## src/pslg_pkg.sv

```systemverilog
// ----------------------------------------------------------------------------
// pslg_pkg
// Shared types and codes of the segment validator.
// ----------------------------------------------------------------------------
`default_nettype none

package pslg_pkg;

  localparam int IDX_BITS = 12;

  typedef enum logic [1:0] {
    OP_CLEAR   = 2'd0,
    OP_POINT   = 2'd1,
    OP_SEGMENT = 2'd2,
    OP_CHECK   = 2'd3
  } opcode_t;

  localparam logic [1:0] VERDICT_VALID    = 2'd0;
  localparam logic [1:0] VERDICT_INVALID  = 2'd1;
  localparam logic [1:0] VERDICT_OVERFLOW = 2'd2;

  typedef enum logic [1:0] {
    SGN_ZERO = 2'd0,
    SGN_POS  = 2'd1,
    SGN_NEG  = 2'd2
  } sign_t;

  typedef struct packed {
    logic  done;
    sign_t sign;
  } orient_res_t;

endpackage

`default_nettype wire

```

## src/pslg_orient.sv

```systemverilog
// ----------------------------------------------------------------------------
// pslg_orient
// Exact sign of (p1 - p0) x (p2 - p0) using one shared multiplier.
// ----------------------------------------------------------------------------
`default_nettype none

module pslg_orient #(
  parameter int CW = 32
) (
  input  wire logic                 clk,
  input  wire logic                 rst,
  input  wire logic                 start,
  input  wire logic signed [CW-1:0] x0,
  input  wire logic signed [CW-1:0] y0,
  input  wire logic signed [CW-1:0] x1,
  input  wire logic signed [CW-1:0] y1,
  input  wire logic signed [CW-1:0] x2,
  input  wire logic signed [CW-1:0] y2,
  output pslg_pkg::orient_res_t     res
);
  import pslg_pkg::*;

  localparam int DW = CW + 1;
  localparam int PW = 2 * DW;

  typedef enum logic [1:0] {O_IDLE, O_MUL1, O_MUL2, O_CMP} ostate_t;

  ostate_t state;
  logic signed [DW-1:0] dx1, dy1, dx2, dy2;
  logic signed [DW-1:0] mul_a, mul_b;
  logic signed [PW-1:0] prod, p1, p2;

  assign mul_a = (state == O_MUL1) ? dx1 : dy1;
  assign mul_b = (state == O_MUL1) ? dy2 : dx2;
  assign prod  = mul_a * mul_b;

  always_ff @(posedge clk) begin
    if (rst) begin
      state    <= O_IDLE;
      res.done <= 1'b0;
      res.sign <= SGN_ZERO;
    end else begin
      res.done <= 1'b0;
      unique case (state)
        O_IDLE: begin
          if (start) begin
            dx1   <= DW'(x1) - DW'(x0);
            dy1   <= DW'(y1) - DW'(y0);
            dx2   <= DW'(x2) - DW'(x0);
            dy2   <= DW'(y2) - DW'(y0);
            state <= O_MUL1;
          end
        end
        O_MUL1: begin
          p1    <= prod;
          state <= O_MUL2;
        end
        O_MUL2: begin
          p2    <= prod;
          state <= O_CMP;
        end
        O_CMP: begin
          res.done <= 1'b1;
          if (p1 > p2) begin
            res.sign <= SGN_POS;
          end else if (p1 < p2) begin
            res.sign <= SGN_NEG;
          end else begin
            res.sign <= SGN_ZERO;
          end
          state <= O_IDLE;
        end
        default: state <= O_IDLE;
      endcase
    end
  end

endmodule

`default_nettype wire

```

## config.mk

```make
export PLATFORM = sky130hd
export DESIGN_NAME = pslg_orient
export DESIGN_NICKNAME = d
export VERILOG_FILES = /design/src/pslg_pkg.sv /design/src/pslg_orient.sv
export SDC_FILE = /design/constraint.sdc
export NUM_CORES = 2
export LEC_CHECK = 0
export ABC_CLOCK_PERIOD_IN_PS = 15300
export BUFFER_PORTS_ARGS = -buffer_cell sky130_fd_sc_hd__clkbuf_2
export CAP_MARGIN = 20
export CORE_ASPECT_RATIO = 0.7
export CORE_MARGIN = 4
export CORE_UTILIZATION = 65
export DETAILED_ROUTE_END_ITERATION = 16
export GPL_TIMING_DRIVEN = 0
export HOLD_SLACK_MARGIN = 0.05
export PLACE_DENSITY = 0.83
export SLEW_MARGIN = 20
export SYNTH_ARGS = -nofsm -noshare
export SYNTH_HDL_FRONTEND = slang
export SYNTH_SLANG_ARGS = --single-unit
```

## constraint.sdc

```tcl
create_clock -name clk -period 15.3 [get_ports clk]
set_clock_uncertainty 0.15 [all_clocks]
set_input_delay 3.06 -clock clk [delete_from_list [all_inputs] [get_ports clk]]
set_output_delay 3.06 -clock clk [all_outputs]
set_load 0.03 [all_outputs]
```

* Yosys cells after proc, flatten, opt, wreduce, memory -nomap -nowiden
Index checks and enable logic that the tools add are counted.
** Operators by class
- $lt $le $gt $ge :: 2
- Add/subtract/negate cells :: 4
- Equal/unequal tests :: 4
- Reductions and logical operators :: 4
- Multipliers :: 1
- Muxes and demuxes :: 7
- Bitwise logic cells :: 1
** Operators by type and width (number)
- subtractor 32 x 32 -> 33 bit :: 4
- greater-than comparator 66 bit :: 1
- < comparator 66 bit :: 1
- multiplier 33 x 33 -> 66 bit :: 1
- two-way mux 33 bit :: 2
- one-hot mux 2 bit (4 select lines) :: 1
- two-way mux 2 bit :: 3
- equality test 2 bit, second input constant :: 2
- AND reduction 2 bit :: 2
- two-way mux 3 bit :: 1
- AND reduction 3 bit :: 1
- equality test 2 x 1 -> 1 bit, second input constant :: 1
- zero test 2 bit :: 1
- inequality test 2 bit, second input constant :: 1
- inverter 1 bit :: 1
** Storage, ports and cells
- Logic and storage cells :: 32
- Bits of input ports :: 195
- Output and inout port bits :: 3
- Register bits :: 269

* Depth between registers and ports, before layout
- Depth after elaboration :: 4
- Gate-level depth with buffers :: 35
- Gate-level depth less buffers :: 31

* Worst setup path after synthesis
No wires, ideal clock.
- Path kind :: register to register
- From :: reg state[1]
- To :: reg p1[64] (data pin)
- Stages on the path, launching flop included :: 31
- Clock period less this slack :: 9.551 ns
- Data arrival time :: 9.127 ns
- Slack :: 5.749 ns
- Buffers on the path :: 3
- Setup time :: 0.274 ns
- Path through :: dfxtp_1 -> inv_1 -> ha_1 -> clkbuf_1 -> buf_1 -> buf_1 -> mux2_2 -> nand2_1 -> inv_1 -> fa_1 -> fa_1 -> inv_1 -> fa_1 -> inv_1 -> fa_1 -> inv_1 -> fa_1 -> fa_1 -> fa_1 -> fa_1 -> inv_1 -> ha_1 -> a21o_1 -> a21oi_1 -> and2_1 -> nand2_1 -> o21ai_2 -> a21oi_1 -> a2111oi_2 -> o41ai_2 -> xor2_1
** Between the ends
- Cells in the longest elaborated chain, start to end :: 3
** Ends and longest elaborated chain
- start, declared :: RTL line pslg_orient.sv:28 : ostate_t state;
- start signal, assigned :: RTL line pslg_orient.sv:39 : state <= O_IDLE;
- start signal, assigned :: RTL line pslg_orient.sv:51 : state <= O_MUL1;
- start signal, assigned :: RTL line pslg_orient.sv:56 : state <= O_MUL2;
- equality test 2 x 1 -> 1 bit * :: RTL line pslg_orient.sv:33, pslg_orient.sv:34
- two-way mux 33 bit (on tied branches) :: RTL line pslg_orient.sv:33, pslg_orient.sv:34
- multiplier 33 x 33 -> 66 bit * :: RTL line pslg_orient.sv:35 : assign prod = mul_a * mul_b;
- net prod[64] :: RTL line pslg_orient.sv:31 : logic signed [PW-1:0] prod, p1, p2;
- end signal, assigned :: RTL line pslg_orient.sv:55 : p1 <= prod;
- end, declared :: RTL line pslg_orient.sv:31
Mark *: on every way through the listed nets, which the timed path passes. The rest lies on a longest branch.
A chain may end at the register's enable or synchronous reset.

* Final worst setup path
- From :: reg state[0]
- To :: reg p1[64] (data pin)
The elaborated chain is that of the path after synthesis.

==> run metrics <==
sequential fraction of the synthesis area 14.8%; Synth Cell Area 54100 um2; via count 44000; RSZ-0062 raised after global routing no; nets@finish 7619; Synth area leaders fa_1 43%, edfxtp_1 15%, ha_1 9.6%; Critical Path AT 14.28 ns; Post-CTS Setup Bufs 0; XOR/XNOR share of the synthesized area 2.90%; Tmin final 14.12 ns; most frequent cells in the layout 1248 x inv_1, 1149 x fa_1, 684 x nor2_1; final hold viol count 0; commonest non-fill, non-tap cell in the layout inv_1; die width 353 um; full die area 88000 um2; DR iter-0 viols 5493; dpl hpwl 174000 um; worst hold path class reg -> reg; Setup-failing EPs final 0; CTS Sinks 269; number of buffers added on ports 197; core area 82500 um2; placed instance count 6908; first-pass GRT wire length 302000 um; area leader, netlist fa_1; CTS Buf Count 30; GRT overflow 0; mux share of post-synthesis cell area 2.51%; status finished clean; H-tree lvl count 1; Yosys warning total 0; Global Route Usage Sum 48.2%; Worst path slowest cell fa_1; Fin Setup TNS 0 ns; R2R Setup Slk 1.18 ns; pin count of the biggest net entering global routing 29; final WL 210000 um; Synth Area in Simple Gates 11.3%; initial core utilization 65.6%; Final ANT Viol Nets 0; Syn Nets 7354; final design utilization 70.8%; WL per Instance 30.1 um; Slew HR 12.6%; CTS resizes 0; Remaining DRCs 0; CP delay by family, top adder cells; number of global-route vias before repair 45600; Slew Limit Fails 0; initial antenna violation count 13; post-synthesis adder-cell area fraction 52.1%; hold buffers post-CTS 0; cell row count 88; # IOs 198; commonest register cell after synthesis edfxtp_1; share of cells above drive strength 1 7.45%; number of synthesized flops with an enable pin 264; period utilization 92.3%; vias per inst 6.30; Synth async-reset ratio 0%; placer congestion estimate 1.12; clock-pin slew on the worst setup and hold paths 0.07 ns; Longest Clk Path Bufs 3; Yosys top cell area share 42.5%; worst-margin pin slew 1.31 ns; CP required 15.45 ns; Cell Count, Final, Fillers Out 6982; Synth cell types 71; largest family of logic cells by synthesized area adder cells; CP dominant cell by count fa_1; TritonCTS clock tree built; synthesis-stage register bit count 269; clock root cell clkbuf_16; crit path buf inv count 8; die height 249 um; Synth Area in Compound Gates 6.48%; endpoint class of the critical path flip-flop; Crit Path Max Fanout 12; Post-Synthesis Cells 5595; max incr delay on CP 1.11 ns; Area Growth Syn to Fin 7.87%; crit path kind reg -> reg; TritonRoute pass-1 iters 14; Max Clk Rate 70.8 MHz; Max-Cap Viols 0; Worst-Skew Late Latency 0.64 ns; Avg Cell Area, Syn 9.67 um2; Worst setup SP type flip-flop
[cells in the mapped netlist, types with 7 or more instances]
| library cell | count |
|---|---|
| o21a_1 | 39 |
| nand2_1 | 594 |
| buf_1 | 25 |
| nor4_1 | 7 |
| o21bai_1 | 15 |
| xnor2_1 | 128 |
| nor2b_1 | 29 |
| xor2_1 | 51 |
| and3_1 | 18 |
| and2_1 | 9 |
| o31ai_1 | 8 |
| a21boi_0 | 11 |
| nor3_1 | 28 |
| edfxtp_1 | 264 |
| a211o_1 | 9 |
| nand4_1 | 26 |
| fa_1 | 1149 |
| o21ai_0 | 97 |
| mux2_2 | 63 |
| o21ai_1 | 10 |
| a31oi_1 | 15 |
| o211ai_1 | 7 |
| a21oi_1 | 151 |
| or2_2 | 9 |
| nand2b_1 | 38 |
| nor2_1 | 685 |
| nand3_1 | 36 |
| ha_1 | 415 |
| clkbuf_1 | 149 |
| a21o_1 | 96 |
| inv_1 | 1249 |
| mux2i_1 | 65 |
| a211oi_1 | 18 |
| o22ai_1 | 7 |
[registers in the layout, indices dropped and copies added (netlist names)]
signal / count
dx1: 33
dx2: 33
dy1: 33
dy2: 33
p1: 66
p2: 66
res: 3
state: 2
[cell type report]
class,count,area (um2)
multi-input combinational,3902,41000
sequential,269,8030
timing repair buffer,233,1520
clock buffer,32,758
clock inverter,22,270
inverter,1249,4690
tap,1080,1350
fill,5997,24100
antenna,20,50.0
buffer,175,678
[layer usage]
| layer | part of all wire [%] | wire length (um) | vias to the layer above | GRT usage [%] |
|---|---|---|---|---|
| met3 | 17 | 36600 | 707 | 26.3 |
| met1 | 37 | 77500 | 22100 | 63.2 |
| met5 | 0.050 | 106 | - | 0 |
| li1 | - | - | 17700 | - |
| met4 | 5.8 | 12200 | 10 | 21.0 |
| met2 | 40 | 83700 | 3502 | 66.2 |
[worst register-to-register path, delay by kind of cell (launching register included)]
| family | cells | cell delay, ns |
|---|---|---|
| simple gates | 3 | 0.54 |
| flops | 1 | 0.40 |
| compound gates | 6 | 2.17 |
| fa+ha+maj | 10 | 6.17 |
| mux | 1 | 0.58 |
| buf+inv | 8 | 3.07 |
| xor+xnor | 1 | 0.74 |
[through the flow]
stage	area, um2	hold slack, ns	setup slack, ns
2_1_floorplan	54100	0.364	5.75
3_3_place_gp	56400	0.319	1.70
3_5_place_dp	57300	0.317	1.86
4_1_cts	58300	0.326	1.75
5_1_grt	58300	0.365	1.03
6_report	58400	0.322	1.18
[final timing paths]
check,to,depth (start not counted),start
max,p1[64],29,state[0]
max reg2reg,p1[64],29,state[0]
min,res[0],2,res[0]
min reg2reg,res[0],2,res[0]
[logic make-up after synthesis]
group,Yosys count
AOI/OAI and AO/OA,536
DFF,269
buffers and inverters,1424
and+or+nand+nor,1495
xor gates and xnor gates,179
muxes,128
adders and majority gates,1564
Power is left out: the tool's default activity adds up to more than one toggle a clock period on the data nets, which glitch-free logic cannot reach.
